===== src/design/vsfl_pkg.sv =====
package vsfl_pkg;

	localparam int MAX_OBJECTS = 1024;
	localparam int SLOT_W      = $clog2(MAX_OBJECTS);
	localparam int CNT_W       = SLOT_W + 1;
	localparam int POINTS_W    = 7;
	localparam int STRIDE_W    = 8;
	localparam int INDEX_W     = 18;
	localparam int STATUS_W    = 2;
	localparam int POINTS_MIN  = 1;
	localparam int POINTS_MAX  = 64;
	localparam int MULT_ONE    = 1;
	localparam int MULT_THREE  = 3;

	// two quotient bits per cycle
	localparam int DIV_CYCLES  = INDEX_W / 2;
	localparam int DIV_CNT_W   = $clog2(DIV_CYCLES);

	typedef enum logic [STATUS_W-1:0] {
		ST_OK    = 2'd0,
		ST_EMPTY = 2'd1,
		ST_FULL  = 2'd2,
		ST_RANGE = 2'd3
	} status_t;

	typedef enum logic {
		OP_ALLOC = 1'b0,
		OP_FREE  = 1'b1
	} op_t;

	typedef struct packed {
		logic capture;
		logic rd;
		logic mul;
		logic step;
		logic finish;
	} cmd_t;

	typedef struct packed {
		logic op_free;
		logic out_open;
	} sts_t;

	function automatic logic [STRIDE_W-1:0] stride_of(input logic [POINTS_W-1:0] p);
		logic [POINTS_W-1:0] c;
		logic [STRIDE_W-1:0] w;
		c = p;
		if (p < POINTS_W'(POINTS_MIN))
			c = POINTS_W'(POINTS_MIN);
		if (p > POINTS_W'(POINTS_MAX))
			c = POINTS_W'(POINTS_MAX);
		w = {1'b0, c};
		if (c == 7'd1 || c == 7'd2 || c == 7'd4)
			return STRIDE_W'(w * STRIDE_W'(MULT_ONE));
		return STRIDE_W'(w * STRIDE_W'(MULT_THREE));
	endfunction

endpackage


===== src/design/vsfl_ctrl.sv =====
module vsfl_ctrl
	import vsfl_pkg::*;
(
	input  logic clk,
	input  logic arst_n,
	input  logic in_valid,
	output logic in_ready,
	input  sts_t sts,
	output cmd_t cmd
);

	typedef enum logic [2:0] {
		S_IDLE,
		S_RD,
		S_MUL,
		S_DIV,
		S_FIN
	} state_t;

	state_t               state_q;
	logic [DIV_CNT_W-1:0] div_cnt_q;

	always_ff @(posedge clk or negedge arst_n) begin
		if (!arst_n) begin
			state_q   <= S_IDLE;
			div_cnt_q <= '0;
		end else begin
			case (state_q)
				S_IDLE: begin
					if (in_valid) begin
						div_cnt_q <= '0;
						state_q   <= S_RD;
					end
				end
				S_RD: begin
					// allocate reads the top of stack, free runs the divider
					if (sts.op_free)
						state_q <= S_DIV;
					else
						state_q <= S_MUL;
				end
				S_MUL: state_q <= S_FIN;
				S_DIV: begin
					div_cnt_q <= div_cnt_q + 1'b1;
					if (div_cnt_q == DIV_CNT_W'(DIV_CYCLES - 2))
						state_q <= S_FIN;
				end
				S_FIN: begin
					if (sts.out_open)
						state_q <= S_IDLE;
				end
				default: state_q <= S_IDLE;
			endcase
		end
	end

	always_comb begin
		in_ready    = (state_q == S_IDLE);
		cmd.capture = (state_q == S_IDLE) && in_valid;
		cmd.rd      = (state_q == S_RD);
		cmd.mul     = (state_q == S_MUL);
		// first divide step shares the read cycle
		cmd.step    = ((state_q == S_RD) && sts.op_free) || (state_q == S_DIV);
		cmd.finish  = (state_q == S_FIN) && sts.out_open;
	end

endmodule


===== config.mk =====
export PLATFORM = sky130hd
export DESIGN_NAME = vsfl_ctrl
export DESIGN_NICKNAME = d
export VERILOG_FILES = /design/src/design/vsfl_pkg.sv /design/src/design/vsfl_ctrl.sv
export SDC_FILE = /design/constraint.sdc
export NUM_CORES = 1
export LEC_CHECK = 0
export ABC_AREA = 1
export BUFFER_PORTS_ARGS = -buffer_cell sky130_fd_sc_hd__clkbuf_2
export CORE_AREA = 2 2 39 41
export CTS_BUF_LIST = sky130_fd_sc_hd__clkbuf_8
export DETAILED_ROUTE_END_ITERATION = 8
export DIE_AREA = 0 0 41 43
export GPL_TIMING_DRIVEN = 0
export SYNTH_ARGS = -nofsm -noshare
export SYNTH_HDL_FRONTEND = slang
export SYNTH_SLANG_ARGS = --single-unit

===== constraint.sdc =====
create_clock -name clk -period 1.5 [get_ports clk]
set_clock_uncertainty 0.2 [all_clocks]
set_input_delay 0.075 -clock clk [delete_from_list [all_inputs] [get_ports clk]]
set_output_delay 0.075 -clock clk [all_outputs]
set_load 0.03 [all_outputs]

== Word level (Yosys, flattened, before mapping) ==
Index checks and enable logic that the tools add are counted.
Storage, ports and cells
  bits in registers: 7
  bits in latches: 0
  bits in writable memories: 0
  output and inout bits: 6
  logic and storage cells: 26
  memories: 0
  ROM bits: 0
  bits of input ports: 5
Cells by class
  div/mod/pow operators: 0
  magnitude comparators: 0
  add/subtract/negate cells: 1
  bitwise gates (word level): 0
  multipliers: 0
  reductions and logical operators: 8
  multiplexer cells: 7
  shift-type cells: 0
  eq/ne operators: 8
Operator list (count)
  one-hot mux 3 bit (5 select lines): 1
  2-to-1 mux 3 bit: 3
  one-hot mux 4 bit (2 select lines): 1
  equality test 3 x 2 -> 1 bit (second input constant): 2
  != test 2 bit (second input constant): 3
  adder 4 x 1 -> 4 bit (second input constant): 1
  equality test 4 x 3 -> 1 bit (second input constant): 1
  2-to-1 mux 4 bit: 1
  equality test 3 x 1 -> 1 bit (second input constant): 1
  equality test 3 bit (second input constant): 1
  logical AND 1 bit: 3
  logical NOT 3 bit: 1
  AND reduction 3 bit: 1
  AND reduction 2 bit: 1
  nonzero test 2 bit: 1
  logical OR 1 bit: 1
  2-to-1 mux 1 bit: 1

== Logic depth before layout (Yosys ltp) ==
Gate-level depths: netlist of run 1.
  depth after elaboration: 3
  gate-level depth with buffers: 6
  gate-level depth less buffers: 6

== Worst setup path after synthesis of run 1 ==
Ideal clock, no wire load.
  path kind: register -> output
  start point: register state_q[2]
  end point: output cmd[1] (netlist bit)
  slack: 0.048 ns
  buffers on the path: 0
  required time: 1.225 ns
  cell stages (with the launch flop): 6
  data arrival time: 1.177 ns
  path through: dfrtp_1 > nor2_1 > nand2_1 > inv_1 > nand2_1 > nand2_1
RTL lines
  start, declared: RTL line vsfl_ctrl.sv:20  | state_t state_q;
  start signal, assigned: RTL line vsfl_ctrl.sv:25  | state_q <= S_IDLE;
  start signal, assigned: RTL line vsfl_ctrl.sv:32  | state_q <= S_RD;
  start signal, assigned: RTL line vsfl_ctrl.sv:38  | state_q <= S_DIV;
  end, declared: RTL line vsfl_ctrl.sv:9  | output cmd_t cmd

==> results.sh, run 1 <==
export IMPL_port_buffers=10
export IMPL_syn_area_um2=414.1
export IMPL_worst_pin_slew_ns=0.1787
export IMPL_final_setup_viol_count=0
export IMPL_synth_area_top_cells="dfrtp_1, nand2_1, nand3_1"
export IMPL_die_w_um=41
export IMPL_crit_end="cmd[4]"
export IMPL_hold_path_class="input pin to asynchronous set/reset pin"
export IMPL_p_int_w=0.0007023
export IMPL_synth_largest_area_cell="dfrtp_1"
export IMPL_syn_nets=65
export IMPL_cts_path_max_buffers=2
export IMPL_n_antenna_cell=0
export IMPL_cts_tree="yes"
export IMPL_fin_nets=86
export IMPL_hold_viol=0
export IMPL_crit_path_frequent_cell="inv_2"
export IMPL_cp_max_fo=4
export IMPL_die_area_mm2=0.001763
export IMPL_ys_ff_latch=7
export IMPL_worstReg2RegEnd="div_cnt_q[2]"
export IMPL_hpwl_um=615.6
export IMPL_drc=0
export IMPL_fin_area_um2=624.3
export IMPL_htreeDepth=1
export IMPL_worstRegToRegCells=4
export IMPL_rsz0062_at_grt="true"
export IMPL_antenna_found_initial=0
export IMPL_fill_cells=144
export IMPL_avgSynthCellArea_um2=7.019
export IMPL_die_height_um=43
export IMPL_grt_pass1_vias=383
export IMPL_fin_crit_sh_pct=96.02
export IMPL_grt_pass1_wl_um=1455
export IMPL_fin_tns_setup_ns=0
export IMPL_crit_path_end_kind="output port"
export IMPL_synth_top_area_share_pct=42.30
export IMPL_outcome="finished, final reports clean"
export IMPL_layout_drive_gt1_share_pct=39.24
export IMPL_dr_pass1_iters=4
export IMPL_startpoint_type="register"
export IMPL_maxCapViolCount=0
export IMPL_p_switching_w=0.0005598
export IMPL_crit_path_top_delay_cell="dfrtp_2"
export IMPL_via_per_inst=4.305
export IMPL_drv_slew=0
export IMPL_area_growth_pct=50.76
export IMPL_cts_inserted_buffers=3
export IMPL_start_util_pct=29.93
export IMPL_p_comb_share_pct=51.8
export IMPL_slowest_delay_ns=0.44
export IMPL_ys_types=14
export IMPL_clock_latency_ns=0.22
export IMPL_track_usage_pct=12.37
export IMPL_arrival_ns=1.17
export IMPL_place_area_um2=484.2
export IMPL_r2r_slack_ns=0.14
export IMPL_overflow=0
export IMPL_clockRootBuffer="clkbuf_8"
export IMPL_via_count=409
export IMPL_power_density_mw_per_mm2=2022
export IMPL_power_leakage_nw=0.3631
export IMPL_fin_ws_ns=0.05963
export IMPL_ant_nets=0
export IMPL_hold_ws_ns=0.02180
export IMPL_row_count=14
export IMPL_clkTransAtPathRegs_ns=0.04
export IMPL_ios=11
export IMPL_maxSlewHeadroom_pct=88.09
export IMPL_power_frac_seq_pct=28.3
export IMPL_finalCriticalPeriod_ns=1.440
export IMPL_yosys_warnings=0
export IMPL_wire_per_inst_um=8.705
export IMPL_max_freq_mhz=694.3
export IMPL_crit_chain="nor2_4 -> nand2_2 -> inv_2 -> nand2_4 -> inv_2 -> buf_8"
export IMPL_worstSetupPathType="register to output port"
export IMPL_seq_area_frac_synth_pct=42.30
export IMPL_initialDrtViolationCount=5
export IMPL_wirelength_um=827
export IMPL_post_route_util_pct=45.12
export IMPL_reg2reg_from="div_cnt_q[0]"
export IMPL_critPathLaunch="state_q[2]"
export IMPL_place_ws_ns=0.1262
export IMPL_crit_required_ns=1.22
export IMPL_core_area_mm2=0.001384
export IMPL_cts_sinks=7
export IMPL_netSwitchingFraction_pct=44.35
export IMPL_synthCells=59
export IMPL_place_gp_congestion=0.6890
export IMPL_grt_max_degree=8
export IMPL_vdd_drop_max_mv=0.7949
export IMPL_p_clk_share_pct=19.9
## per-stage QoR
stage	std cells	power [W]
2_1_floorplan	59	0.0007239
3_3_place_gp	85	0.0008486
3_5_place_dp	85	0.0008574
4_1_cts	93	0.001180
5_1_grt	95	0.001371
6_report	95	0.001262
## sequential cells by signal (all words and copies together) (netlist names)
name       flops
state_q        3
div_cnt_q      4
## power by group through the flow
stage	Combinational (W)	Sequential, W	Clock, W
after floorplan	0.000404	0.000320	0
after global placement	0.000513	0.000335	0
after detailed placement	0.000522	0.000335	0
after CTS	0.000574	0.000346	0.000260
after global routing	0.000732	0.000369	0.000270
final	0.000654	0.000357	0.000251
## area by class of cell
type	count	area, um2	area share [%]
Timing Repair Buffer	16	121.4	19.44
Clock inverter	1	3.754	0.6012
Multi-Input combinational cell	42	221.5	35.47
Clock buffer	3	41.29	6.613
Tap cell	16	20.02	3.206
Inverter	10	37.54	6.012
Sequential cell	7	178.9	28.66
## routing by layer
layer / track usage, % / wire length, um / up-vias
met1: 13.95 / 356 / 183
met3: 7.853 / 48 / 0
li1: - / - / 219
met4: 2.000 / 0 / 0
met2: 19.38 / 422 / 7
met5: 0 / 0 / -
## cell families (layout without fill, tap and decap cells)
logic type / Yosys count / in the layout / synth area share (%)
flip-flops: 7 / 7 / 42.30
AO/OA/AOI/OAI: 3 / 3 / 4.228
AND/OR/NAND/NOR: 38 / 38 / 41.39
buffers and inverters: 10 / 30 / 9.064
adder cells (fa/ha/maj): 1 / 1 / 3.021
## repair_timing
item                                   4_1_cts  5_1_grt
hold buffers                                 3        0
setup endpoints to repair                    3        3
resized for setup                            7       13
endpoints found under the hold margin        9        0
buffers inserted                             1        2
pin swaps                                    1        2
## how the worst min path moves through the flow
stage / startpoint / endpoint / slack (ns) / cells past startpoint
finish: arst_n / div_cnt_q[2] / 0.02 / 2
global route: arst_n / div_cnt_q[2] / 0.06 / 2
CTS: arst_n / state_q[0] / 0.02 / 2
detailed placement: arst_n / state_q[0] / -0.28 / 1
global placement: arst_n / state_q[2] / -0.28 / 1
floorplan: arst_n / div_cnt_q[0] / -0.42 / 0
## cell usage after synthesis, drive strengths merged
| cell type | count |
|---|---|
| inv | 10 |
| nand3 | 9 |
| nand2 | 20 |
| nor2 | 7 |
| o21bai | 1 |
| ha | 1 |
| o21ai | 2 |
| or2 | 2 |
| dfrtp | 7 |
## critical path, delay by kind of cell, from the launching register on
family / cells / cell delay (ns)
buf+inv: 3 / 0.23
flops: 1 / 0.44
simple gates: 3 / 0.27
## cells in the final DEF, fill, tap and decap left out
cell type      synthesis  final
buf_6                  0      1
o21bai_1               1      1
dfrtp_2                0      3
nand2_1               18     16
or2_2                  1      1
inv_1                  8      7
dlygate4sd3_1          0      3
buf_4                  0      4
nor2_2                 0      1
dfrtp_1                7      4
or2_0                  1      1
nor2_4                 1      2
nand2_2                2      3
inv_2                  2      4
buf_8                  0      1
clkbuf_8               0      3
o21ai_0                1      1
nor2_1                 6      4
ha_1                   1      1
clkbuf_2               0      7
nand2_4                0      1
nand3_1                9      9
o21ai_1                1      1
No activity file was read; power rests on OpenSTA's default activity.
==> inputs of run 2 (changes only) <==
clock period = 1.4 ns   (was 1.5 ns; I/O delays follow)
==> results.sh, run 2 (synthesis results as in run 1) <==
export IMPL_die_height_um=43
export IMPL_cts_inserted_buffers=3
export IMPL_crit_path_end_kind="output port"
export IMPL_layout_common_cells="nand2_1, nand3_1, buf_4"
export IMPL_hold_path_class="input pin to asynchronous set/reset pin"
export IMPL_rsz0062_at_grt="true"
export IMPL_finalCriticalPeriod_ns=1.439
export IMPL_wirelength_um=947
export IMPL_grt_max_degree=8
export IMPL_track_usage_pct=12.97
export IMPL_fill_cells=138
export IMPL_area_growth_pct=64.95
export IMPL_crit_chain="nor2_4 -> nand2_1 -> inv_2 -> nand2_4 -> inv_2 -> buf_8"
export IMPL_start_util_pct=29.93
export IMPL_fin_nets=90
export IMPL_startpoint_type="register"
export IMPL_cts_path_max_buffers=2
export IMPL_hpwl_um=624
export IMPL_row_count=14
export IMPL_port_buffers=10
export IMPL_grt_pass1_vias=386
export IMPL_layout_commonest_cell="nand2_1"
export IMPL_fin_tns_setup_ns=-0.09571
export IMPL_dr_pass1_iters=2
export IMPL_place_inst=85
export IMPL_ios=11
export IMPL_outcome="finished, violations left"
export IMPL_via_count=433
export IMPL_die_w_um=41
export IMPL_slowest_delay_ns=0.45
export IMPL_cts_tree="yes"
export IMPL_worstSetupPathType="register to output port"
export IMPL_arrival_ns=1.17
export IMPL_vdd_drop_max_mv=1.056
export IMPL_cp_max_fo=3
export IMPL_power_w=0.001534
export IMPL_fin_crit_sh_pct=102.8
export IMPL_largest_reg_flops=4
export IMPL_regMostFlops="div_cnt_q"
export IMPL_crit_path_top_delay_cell="dfrtp_2"
export IMPL_maxCapViolCount=0
export IMPL_wire_per_inst_um=9.566
export IMPL_power_leakage_nw=0.3877
export IMPL_max_freq_mhz=694.7
export IMPL_layout_drive_gt1_share_pct=48.19
export IMPL_initialDrtViolationCount=3
export IMPL_antenna_found_initial=0
export IMPL_fin_cells=99
export IMPL_place_gp_congestion=0.7513
export IMPL_clock_latency_ns=0.22
export IMPL_overflow=0
export IMPL_worst_pin_slew_ns=0.1882
export IMPL_hold_viol=0
export IMPL_drv_slew=0
export IMPL_htreeDepth=1
export IMPL_n_antenna_cell=0
export IMPL_grt_pass1_wl_um=1518
export IMPL_maxSlewHeadroom_pct=87.46
export IMPL_power_density_mw_per_mm2=2245
export IMPL_multi_input_area_um2=229.0
export IMPL_clockRootBuffer="clkbuf_8"
export IMPL_via_per_inst=4.374
export IMPL_fin_ws_ns=-0.03950
export IMPL_register_area_um2=178.9
export IMPL_cts_sinks=7
export IMPL_crit_required_ns=1.13
export IMPL_final_setup_viol_count=4
export IMPL_die_area_mm2=0.001763
export IMPL_crit_path_frequent_cell="inv_2"
export IMPL_clkTransAtPathRegs_ns=0.04
export IMPL_drc=0
export IMPL_core_area_mm2=0.001384
export IMPL_top_regs="div_cnt_q x4, state_q x3"
export IMPL_ant_nets=0
export IMPL_violations="setup timing"
## run 2: repair_timing
| action | in CTS | in global routing |
|---|---|---|
| endpoints found under the hold margin | 8 | 0 |
| endpoints found under the setup margin | 5 | 10 |
| cloned | 0 | 0 |
| gates resized for setup | 20 | 10 |
| pin swaps | 6 | 5 |
| hold buffers | 2 | 0 |
| buffers inserted | 7 | 1 |
## run 2: through the flow
stage | utilization [%] | worst slack [ns] | hold slack [ns] | cell area, um2
CTS | 47.83 | -0.05912 | 0.02968 | 661.9
detailed placement | 35.17 | 0.03826 | -0.2849 | 486.7
global placement | 35.17 | 0.04082 | -0.2835 | 486.7
floorplan | - | 0.001403 | -0.4256 | 416.7
global route | 49.37 | -0.1013 | 0.05212 | 683.2
finish | 49.37 | -0.03950 | 0.02331 | 683.2
## run 2: per-layer routing
| layer | share of wire [%] | track usage (%) |
|---|---|---|
| met3 | 3.5 | 6.283 |
| met1 | 42 | 14.90 |
| met4 | 0 | 4.000 |
| met2 | 54 | 20.31 |
| met5 | 0 | 0 |
## run 2: cell type report
cell class | count | area share [%]
multi-input cells | 42 | 33.52
flip-flops and latches | 7 | 26.19
clock inverters | 1 | 0.5495
inverters | 10 | 5.861
repair buffers | 20 | 24.91
well taps | 16 | 2.930
clock buffers | 3 | 6.044
## run 2: critical path: cells and delay by family, from the launching register on
kind | cells | cell delay (ns)
AND/OR/NAND/NOR | 3 | 0.26
flip-flops | 1 | 0.45
buffers and inverters | 3 | 0.24
## run 2: final timing paths
path / startpoint / end / slack, ns / depth (start not counted)
worst max register to register: state_q[2] / state_q[2] / 0.04 / 6
worst max-delay path: state_q[2] / cmd[4] / -0.04 / 6
worst min register to register: div_cnt_q[3] / div_cnt_q[3] / 0.30 / 2
max in group asynchronous: arst_n / state_q[1] / 0.79 / 2
min in group clk: sts[0] / state_q[0] / 0.05 / 5
worst min-delay path: arst_n / div_cnt_q[2] / 0.02 / 2
## run 2: report_power, final
part	switching, W	internal [W]	leakage (nW)
sequential	0.000100	0.000283	0.0884
clock	0.0000809	0.000189	0.0269
combinational	0.000469	0.000411	0.272
==> inputs of run 3 (changes only) <==
ABC_AREA = 0   (was 1)
CAP_MARGIN = 20   (was default)
HOLD_SLACK_MARGIN = 0.15   (was default)
==> results.sh, run 3 <==
export IMPL_outcome="finished, violations left"
export IMPL_violations="setup timing"
export IMPL_yosys_warnings=0
export IMPL_track_usage_pct=17.11
export IMPL_fin_crit_sh_pct=110.1
export IMPL_synthMuxAreaShare_pct=5.199
export IMPL_regMostFlops="div_cnt_q"
export IMPL_cts_path_max_buffers=2
export IMPL_ys_ff_latch=7
export IMPL_synth_largest_area_cell="dfrtp_1"
export IMPL_grt_pass1_wl_um=1925
export IMPL_worst_pin_slew_ns=0.3584
export IMPL_synth_edf_count=0
export IMPL_fill_cells=109
export IMPL_die_height_um=43
export IMPL_vdd_drop_max_mv=0.9616
export IMPL_synth_area_top_cells="dfrtp_1, nor2_1, a21oi_1"
export IMPL_synth_top_area_share_pct=42.81
export IMPL_synth_compound_area_share_pct=10.09
export IMPL_slowest_delay_ns=0.44
export IMPL_cp_max_fo=5
export IMPL_layout_drive_gt1_share_pct=59.46
export IMPL_seq_area_frac_synth_pct=42.81
export IMPL_wire_per_inst_um=15.53
export IMPL_max_freq_mhz=648.9
export IMPL_hold_viol=0
export IMPL_syn_nets=51
export IMPL_clock_latency_ns=0.22
export IMPL_initialDrtViolationCount=8
export IMPL_syn_area_um2=409.1
export IMPL_n_antenna_cell=0
export IMPL_start_util_pct=29.57
export IMPL_ys_types=23
export IMPL_hold_ws_ns=0.1835
export IMPL_rsz0062_at_grt="true"
export IMPL_grt_pass1_vias=415
export IMPL_area_growth_pct=104.9
export IMPL_finalCriticalPeriod_ns=1.541
export IMPL_top_regs="div_cnt_q x4, state_q x3"
export IMPL_worstSetupPathType="register to output port"
export IMPL_arrival_ns=1.27
export IMPL_cts_tree="yes"
export IMPL_maxSlewHeadroom_pct=76.03
export IMPL_power_w=0.001790
export IMPL_crit_path_top_delay_cell="dfrtp_2"
export IMPL_maxCapViolCount=0
export IMPL_drc=0
export IMPL_grt_max_degree=9
export IMPL_startpoint_type="register"
export IMPL_final_setup_viol_count=8
export IMPL_yosys_area_share_simple_pct=34.56
export IMPL_overflow=0
export IMPL_cts_sinks=7
export IMPL_via_per_inst=4.989
export IMPL_synth_top_family_by_area="simple AND/OR/NAND/NOR gates"
export IMPL_hpwl_um=644.8
export IMPL_wirelength_um=1398
export IMPL_crit_chain="buf_6 -> nor3b_4 -> clkbuf_8"
export IMPL_power_leakage_nw=0.3812
export IMPL_die_area_mm2=0.001763
export IMPL_ant_nets=0
export IMPL_layout_commonest_cell="clkbuf_8"
export IMPL_drv_slew=0
export IMPL_die_w_um=41
export IMPL_avgSynthCellArea_um2=9.092
export IMPL_cts_inserted_buffers=3
export IMPL_power_density_mw_per_mm2=2135
export IMPL_place_gp_congestion=0.6949
export IMPL_hold_path_class="input pin to register"
export IMPL_place_inst=71
export IMPL_row_count=14
export IMPL_htreeDepth=1
export IMPL_place_area_um2=520.5
export IMPL_core_area_mm2=0.001384
export IMPL_largest_reg_flops=4
export IMPL_r2r_slack_ns=-0.06
export IMPL_dr_pass1_iters=4
export IMPL_async_flop_share_pct=100.0
export IMPL_via_count=449
export IMPL_fin_nets=81
export IMPL_clockRootBuffer="clkbuf_8"
export IMPL_synth_ff_type="dfrtp_1"
export IMPL_crit_required_ns=1.13
export IMPL_clkTransAtPathRegs_ns=0.04
export IMPL_fin_area_um2=838.3
export IMPL_fin_cells=90
export IMPL_synth_xor_area_share_pct=0
export IMPL_port_buffers=10
export IMPL_synthCells=45
export IMPL_place_ws_ns=-0.1516
export IMPL_crit_path_end_kind="output port"
export IMPL_ios=11
export IMPL_synthTopCellsByCount="dfrtp_1, nor2_1, a21oi_1"
export IMPL_antenna_found_initial=0
export IMPL_fin_ws_ns=-0.1410
export IMPL_layout_common_cells="clkbuf_8, nor2_1, buf_4"
export IMPL_synth_adder_area_share_pct=3.058
[run 3: kinds of logic after synthesis]
family	count (synthesis)
AOI/OAI and AO/OA	7
adders and majority gates	1
buffers and inverters	4
DFF	7
muxes	2
and+or+nand+nor	24
[run 3: through the flow]
step / utilization [%] / TNS, ns
floorplan: - / -0.3562
global placement: 37.61 / -0.5567
finish: 60.58 / -0.6081
detailed placement: 37.61 / -0.5695
CTS: 56.69 / -0.6830
global route: 60.58 / -1.038
[run 3: layout make-up]
type | instances | area, um2 | share of cell area, %
Multi-Input combinational cell | 34 | 305.3 | 36.42
Inverter | 1 | 3.754 | 0.4478
Clock buffer | 3 | 41.29 | 4.925
Buffer | 3 | 40.04 | 4.776
Clock inverter | 1 | 3.754 | 0.4478
Sequential cell | 7 | 177.7 | 21.19
Timing Repair Buffer | 25 | 246.5 | 29.40
Tap cell | 16 | 20.02 | 2.388
[run 3: report_power, final]
part           leakage [nW]  internal (W)  switching, W
registers            0.0900      0.000267     0.0000751
logic                 0.264      0.000623      0.000549
clock network        0.0269      0.000189     0.0000865
total                 0.381       0.00108      0.000711
[run 3: critical path: cells and delay by family (launching register included)]
family | cells | cell delay (ns)
flops | 1 | 0.44
buf+inv | 2 | 0.36
simple gates | 1 | 0.24
[run 3: what timing repair did]
item	CTS	global route
endpoints found under the hold margin	10	0
cloned	1	0
setup endpoints to repair	13	13
hold buffers	5	0
pin swaps	2	4
buffers inserted	6	3
resized for setup	28	10
[run 3: worst paths after layout]
kind,from,endpoint,cells after the start
min reg2reg,div_cnt_q[1],div_cnt_q[1],2
min in group asynchronous,arst_n,div_cnt_q[3],3
max in group asynchronous,arst_n,state_q[0],3
max,state_q[1],cmd[3],3
max reg2reg,state_q[2],div_cnt_q[3],3
min,in_valid,div_cnt_q[2],4
[run 3: routing by layer]
layer	GRT usage [%]	vias up	share of wire (%)	wire, um
li1	-	219	-	-
met1	20.79	223	41	579
met2	26.56	5	56	780
met3	6.283	2	2.2	31
met4	6.000	0	0.50	7
met5	0	-	0	0
